**config.mk**
```make
export PLATFORM = sky130hd
export DESIGN_NAME = phr_ram
export DESIGN_NICKNAME = d
export VERILOG_FILES = /design/src/design/phr_ram.sv
export SDC_FILE = /design/constraint.sdc
export NUM_CORES = 2
export LEC_CHECK = 0
export BUFFER_PORTS_ARGS = -buffer_cell sky130_fd_sc_hd__buf_4
export CELL_PAD_IN_SITES_DETAIL_PLACEMENT = 0
export CELL_PAD_IN_SITES_GLOBAL_PLACEMENT = 1
export CORE_MARGIN = 2
export CORE_UTILIZATION = 45
export DETAILED_ROUTE_END_ITERATION = 8
export PLACE_DENSITY = 0.69
export SLEW_MARGIN = 20
export SYNTH_ARGS = -nofsm -noshare
export SYNTH_HDL_FRONTEND = slang
export SYNTH_SLANG_ARGS = --single-unit
```
**constraint.sdc**
```tcl
create_clock -name clock -period 8.6 [get_ports clock]
set_clock_uncertainty 0.2 [all_clocks]
set_input_delay 0.43 -clock clock [delete_from_list [all_inputs] [get_ports clock]]
set_output_delay 0.43 -clock clock [all_outputs]
set_load 0.005 [all_outputs]
```
**src/design/phr_ram.sv**
```systemverilog
// ----------------------------------------------------------------------------
// phr_ram
// Simple dual-port RAM: one write port, one read port with registered data.
// ----------------------------------------------------------------------------
module phr_ram #(
   parameter int WIDTH = 32,
   parameter int DEPTH = 64
) (
   input  logic                                      clock,
   input  logic                                      wr_en,
   input  logic [(DEPTH > 1 ? $clog2(DEPTH) : 1)-1:0] wr_addr,
   input  logic [WIDTH-1:0]                          wr_data,
   input  logic [(DEPTH > 1 ? $clog2(DEPTH) : 1)-1:0] rd_addr,
   output logic [WIDTH-1:0]                          rd_data
);

   logic [WIDTH-1:0] mem [DEPTH];
   logic [WIDTH-1:0] rd_data_ff;

   always_ff @(posedge clock) begin
      if (wr_en) begin
         mem[wr_addr] <= wr_data;
      end
      rd_data_ff <= mem[rd_addr];
   end

   assign rd_data = rd_data_ff;

endmodule

```
Word level (Yosys, flattened, before mapping)
Memories as Yosys holds them, arrays and structs flattened. A register that Yosys moved wholly into a read port is not among the register bits.
Cells that the tools add are included.
{"block": "word_totals", "register_bits": 0, "ramBits": 2048, "inputBits": 46, "out_inout_bits": 32, "word_cells": 3, "memories": 1}
{"block": "op_classes", "mux": 2}
{"memory": "mem", "words": 64, "width": 32, "rd": 1, "rd_clocked_by_memory_dff": 1, "wr": 1, "line_no": "17", "rtl": "logic [WIDTH-1:0] mem [DEPTH];"}
{"operator": "1-bit 2-to-1 mux", "n": 2}

Logic depth before layout (Yosys ltp)
{"block": "logic_depth", "ltp_word": 2, "ltp_mapped": 10, "ltp_nobuf": 5}

Worst setup path before layout
OpenSTA, ideal clock, no wires.
{"block": "synth_path", "path_kind": "input -> register", "startpoint": "input wr_addr[3] (netlist name)", "endpoint": "memory mem[48][0], enable pin", "setup_ps": 461, "arrival_time_ps": 3129, "required_ps": 7939, "setup_slack_ps": 4810, "cell_stages": 4, "n_path_buf": 1, "cell_sequence": "clkbuf_1 nor2b_1 nand4b_1 nor3_1"}
{"element": "start: declaration", "line_no": "11", "rtl": "input logic [(DEPTH > 1 ? $clog2(DEPTH) : 1)-1:0] wr_addr,"}
{"element": "end: declaration", "line_no": "17"}
Straight into the memory's write port.

==> flow_summary.ini <==
[outcome]
status = complete, no violations

[floorplan]
rows = 153
die-area_um2 = 178000
initial_utilization = 0.452
die_h_um = 422
core_area_um2 = 174000
io_pins = 78
die_w_um = 422

[clocking]
clock_path_buffers = 3
clk-insertion-delay-late_ns = 0.83
cts.sinks = 2080
tritoncts = built
clock-root-buffer = clkbuf_16
cts_buffers = 207
htreeDepth = 4
clkTransAtPathRegs_ns = 0.06
cts_setup_buffers = 0

[drt]
post_drt_via_cell_ratio = 6.05
first_pass_iters = 5
drc = 0
routedWlPerCell_um = 33.1
wirelength_um = 201000
num_vias = 36700
drt_iter0_drc = 4467
ant_nets = 0

[cells_and_area]
finalNonFillerCells = 6067
syn_to_final_growth_pct = 13.8
fillers = 13400
final_layout_size_suffix_gt1_frac = 0.290
nets = 3605

[pwr]
p_int_mw = 16.6
power.density_nw_per_um2 = 235
power_frac_seq = 0.536
power.switching_mw = 4.41
p_sw_frac = 0.210
clkPwrFrac = 0.417
combPwrFrac = 0.046
ir_drop_v = 0.000184
leakage_nw = 27.6

[sta]
timing.hold.ws_ns = 0.0487
relSlewSlack = 0.242
max_freq_ghz = 0.277
timing.final.crit_share = 0.420
fin_crit_ns = 3.61
finalSetupTns_ns = 0
rsz0062_at_grt = false
worstMarginPinSlew_ns = 1.14
slew_violations = 0
finalSetupViolCount = 0
finalHoldViolCount = 0

[critical_path]
cp_data_required_time_ns = 9.08
worstPathMaxFanout = 89
rrSetupSlack_ns = 6.19
r2r_end = rd_data[23]
worstSetupStartpoint = rd_addr[1]
path_class = primary input to flip-flop
worstReg2RegStart = mem[60][23]
crit_path_top_delay_cell = buf_4
start_kind = primary input
crit_chain = buf_8, buf_12, buf_4, mux4_2, mux4_2, o22ai_1, nor2_1
path_common_cell = mux4_2
r2r.worst_path.cells = 4
arrival_ns = 4.09
critPathCaptureType = flip-flop
cp_slowest_stage_delay_ns = 0.69

[job]
maxCapViolations = 0

[synth]
syn_nets = 3370
ys_types = 34
synthCells = 3324
synth_area_per_cell_um2 = 23.6
synth.cell_area_um2 = 78500
yosysWarnings = 0
ys_ff_latch = 2080
yosysSeqAreaShare = 0.791

[global_routing]
grt_util_all_layers = 0.225
first_global_vias = 36700
met1_usage = 0.321
grt_use_met3 = 0.0472
grt_max_degree = 90
grt_use_met2 = 0.352
grt-ovfl-total = 0
grt_pass1_wl_um = 281000
antenna_found_initial = 9
top_usage_layer = met2

[placed_design]
place_congestion = 0.739
port_buffers = 77
dp_cells = 5643
dpl.hpwl_um = 100000

[worst_hold_path]
hold_depth = 3
hp-class = primary input to flip-flop
min-delay-start = rd_addr[3]
min_to = rd_data[20]
==> power by group through the flow <==
stage | combinational [mW] | clock, mW | sequential [mW]
2_1_floorplan | 0.546 | 0 | 11.5
5_1_grt | 1.04 | 9.28 | 11.3
6_report | 0.977 | 8.77 | 11.3
3_5_place_dp | 0.978 | 0 | 11.5
3_3_place_gp | 0.964 | 0 | 11.5
4_1_cts | 0.993 | 8.89 | 11.3
==> sequential cells by signal (all words and copies together), names as in the netlist <==
| name | cells |
|---|---|
| mem | 2048 |
| rd_data | 32 |
==> how the worst max path moves through the flow <==
stage                        to  cells after the start
floorplan            mem[48][0]                      4
global placement    rd_data[23]                      7
CTS                 rd_data[23]                      7
global route        rd_data[23]                      7
finish              rd_data[23]                      7
detailed placement  rd_data[23]                      7
==> layer usage <==
layer / vias up / part of all wire
met5: - / 0.000065
met4: 2 / 0.029
met3: 276 / 0.090
met2: 1741 / 0.48
met1: 20000 / 0.41
li1: 14800 / -
==> stage by stage <==
step / setup WS, ns / power [mW] / cell area [µm²] / util
after detailed placement: 4.16 / 12.5 / 82400 / 0.475
after global routing: 4.99 / 21.6 / 89400 / 0.515
final: 4.99 / 21.0 / 89400 / 0.515
after CTS: 5.06 / 21.2 / 89400 / 0.515
after global placement: 4.17 / 12.5 / 82400 / 0.475
after floorplan: 4.81 / 12.0 / 78500 / -
==> cells by family (layout without fill, tap and decap cells) <==
family          after synthesis  count (layout)  share of synthesized area
flops                      2080            2080                      0.791
other cells                   0               5                          0
compound gates              202             202                     0.0167
mux                         637             637                      0.168
buf+inv                     182             595                     0.0113
simple gates                223             223                     0.0127
==> placed cells by master, fill, tap and decap left out, drive strengths merged <==
cell type	netlist	final
nand2	26	26
nand4	2	2
clkbuf	74	278
inv	0	6
clkinvlp	0	6
or3b	5	5
o22ai	84	84
dlygate4sd3	0	32
o32ai	4	4
a31oi	1	1
nand2b	8	8
nor3	7	7
a22oi	12	12
a21oi	62	62
and3	4	4
dfxtp	32	32
or3	3	3
nor2	137	137
mux4	544	544
clkinv	0	84
nor2b	15	15
bufinv	0	13
buf	108	176
and2	2	2
nand4b	1	1
edfxtp	2048	2048
mux2i	93	93
o221ai	27	27
diode	0	5
a41o	4	4
nand3b	5	5
nand3	5	5
a311oi	8	8
or2	3	3
==> cells in the mapped netlist <==
cell      instances  area (µm²)
or3_1             3        18.8
nand2b_1          8        50.1
buf_2            57         285
clkbuf_1         74         278
nand3_1           5        25.0
a22oi_1          12        90.1
nor2b_1          15        93.8
or2_2             1        6.26
nor3_1            7        35.0
buf_6             5        56.3
mux2i_1          93         931
or2_0             1        6.26
or2_1             1        6.26
nand2_1          26        97.6
edfxtp_1       2048       61500
nand4_1           2        12.5
and3_1            4        25.0
a31oi_1           1        6.26
mux4_2          544       12300
nor2_1          137         514
or3b_1            2        17.5
or3b_2            3        26.3
nand3b_1          5        37.5
a21oi_1          62         310
dfxtp_1          32         641
buf_1            21        78.8
o221ai_1         27         236
a311oi_1          8        70.1
o22ai_1          84         526
nand4b_1          1        8.76
buf_4            25         188
and2_1            2        12.5
o32ai_1           4        35.0
a41o_1            4        40.0
==> repair_timing <==
item / 4_1_cts / 5_1_grt
resized for setup: 0 / 0
hold buffers: 32 / 0
hold endpoints to repair: 2005 / 0
==> worst max-delay path: cells and delay by family <==
kind / cells / cell delay [ns]
AO/OA/AOI/OAI: 1 / 0.64
buffers and inverters: 3 / 1.78
AND/OR/NAND/NOR: 1 / 0.10
multiplexers: 2 / 0.91
==> cell type report <==
type                    count  area, µm²  area share
flip-flops and latches   2080      62100       0.695
multi-input cells        1062      16000       0.179
clock buffers             278       5660      0.0634
well taps                2325       2910      0.0325
repair buffers            208       1730      0.0194
clock inverters           109        947      0.0106
diodes                      5       12.5    0.000140
Note: power is estimated with default switching activity, not from simulation.
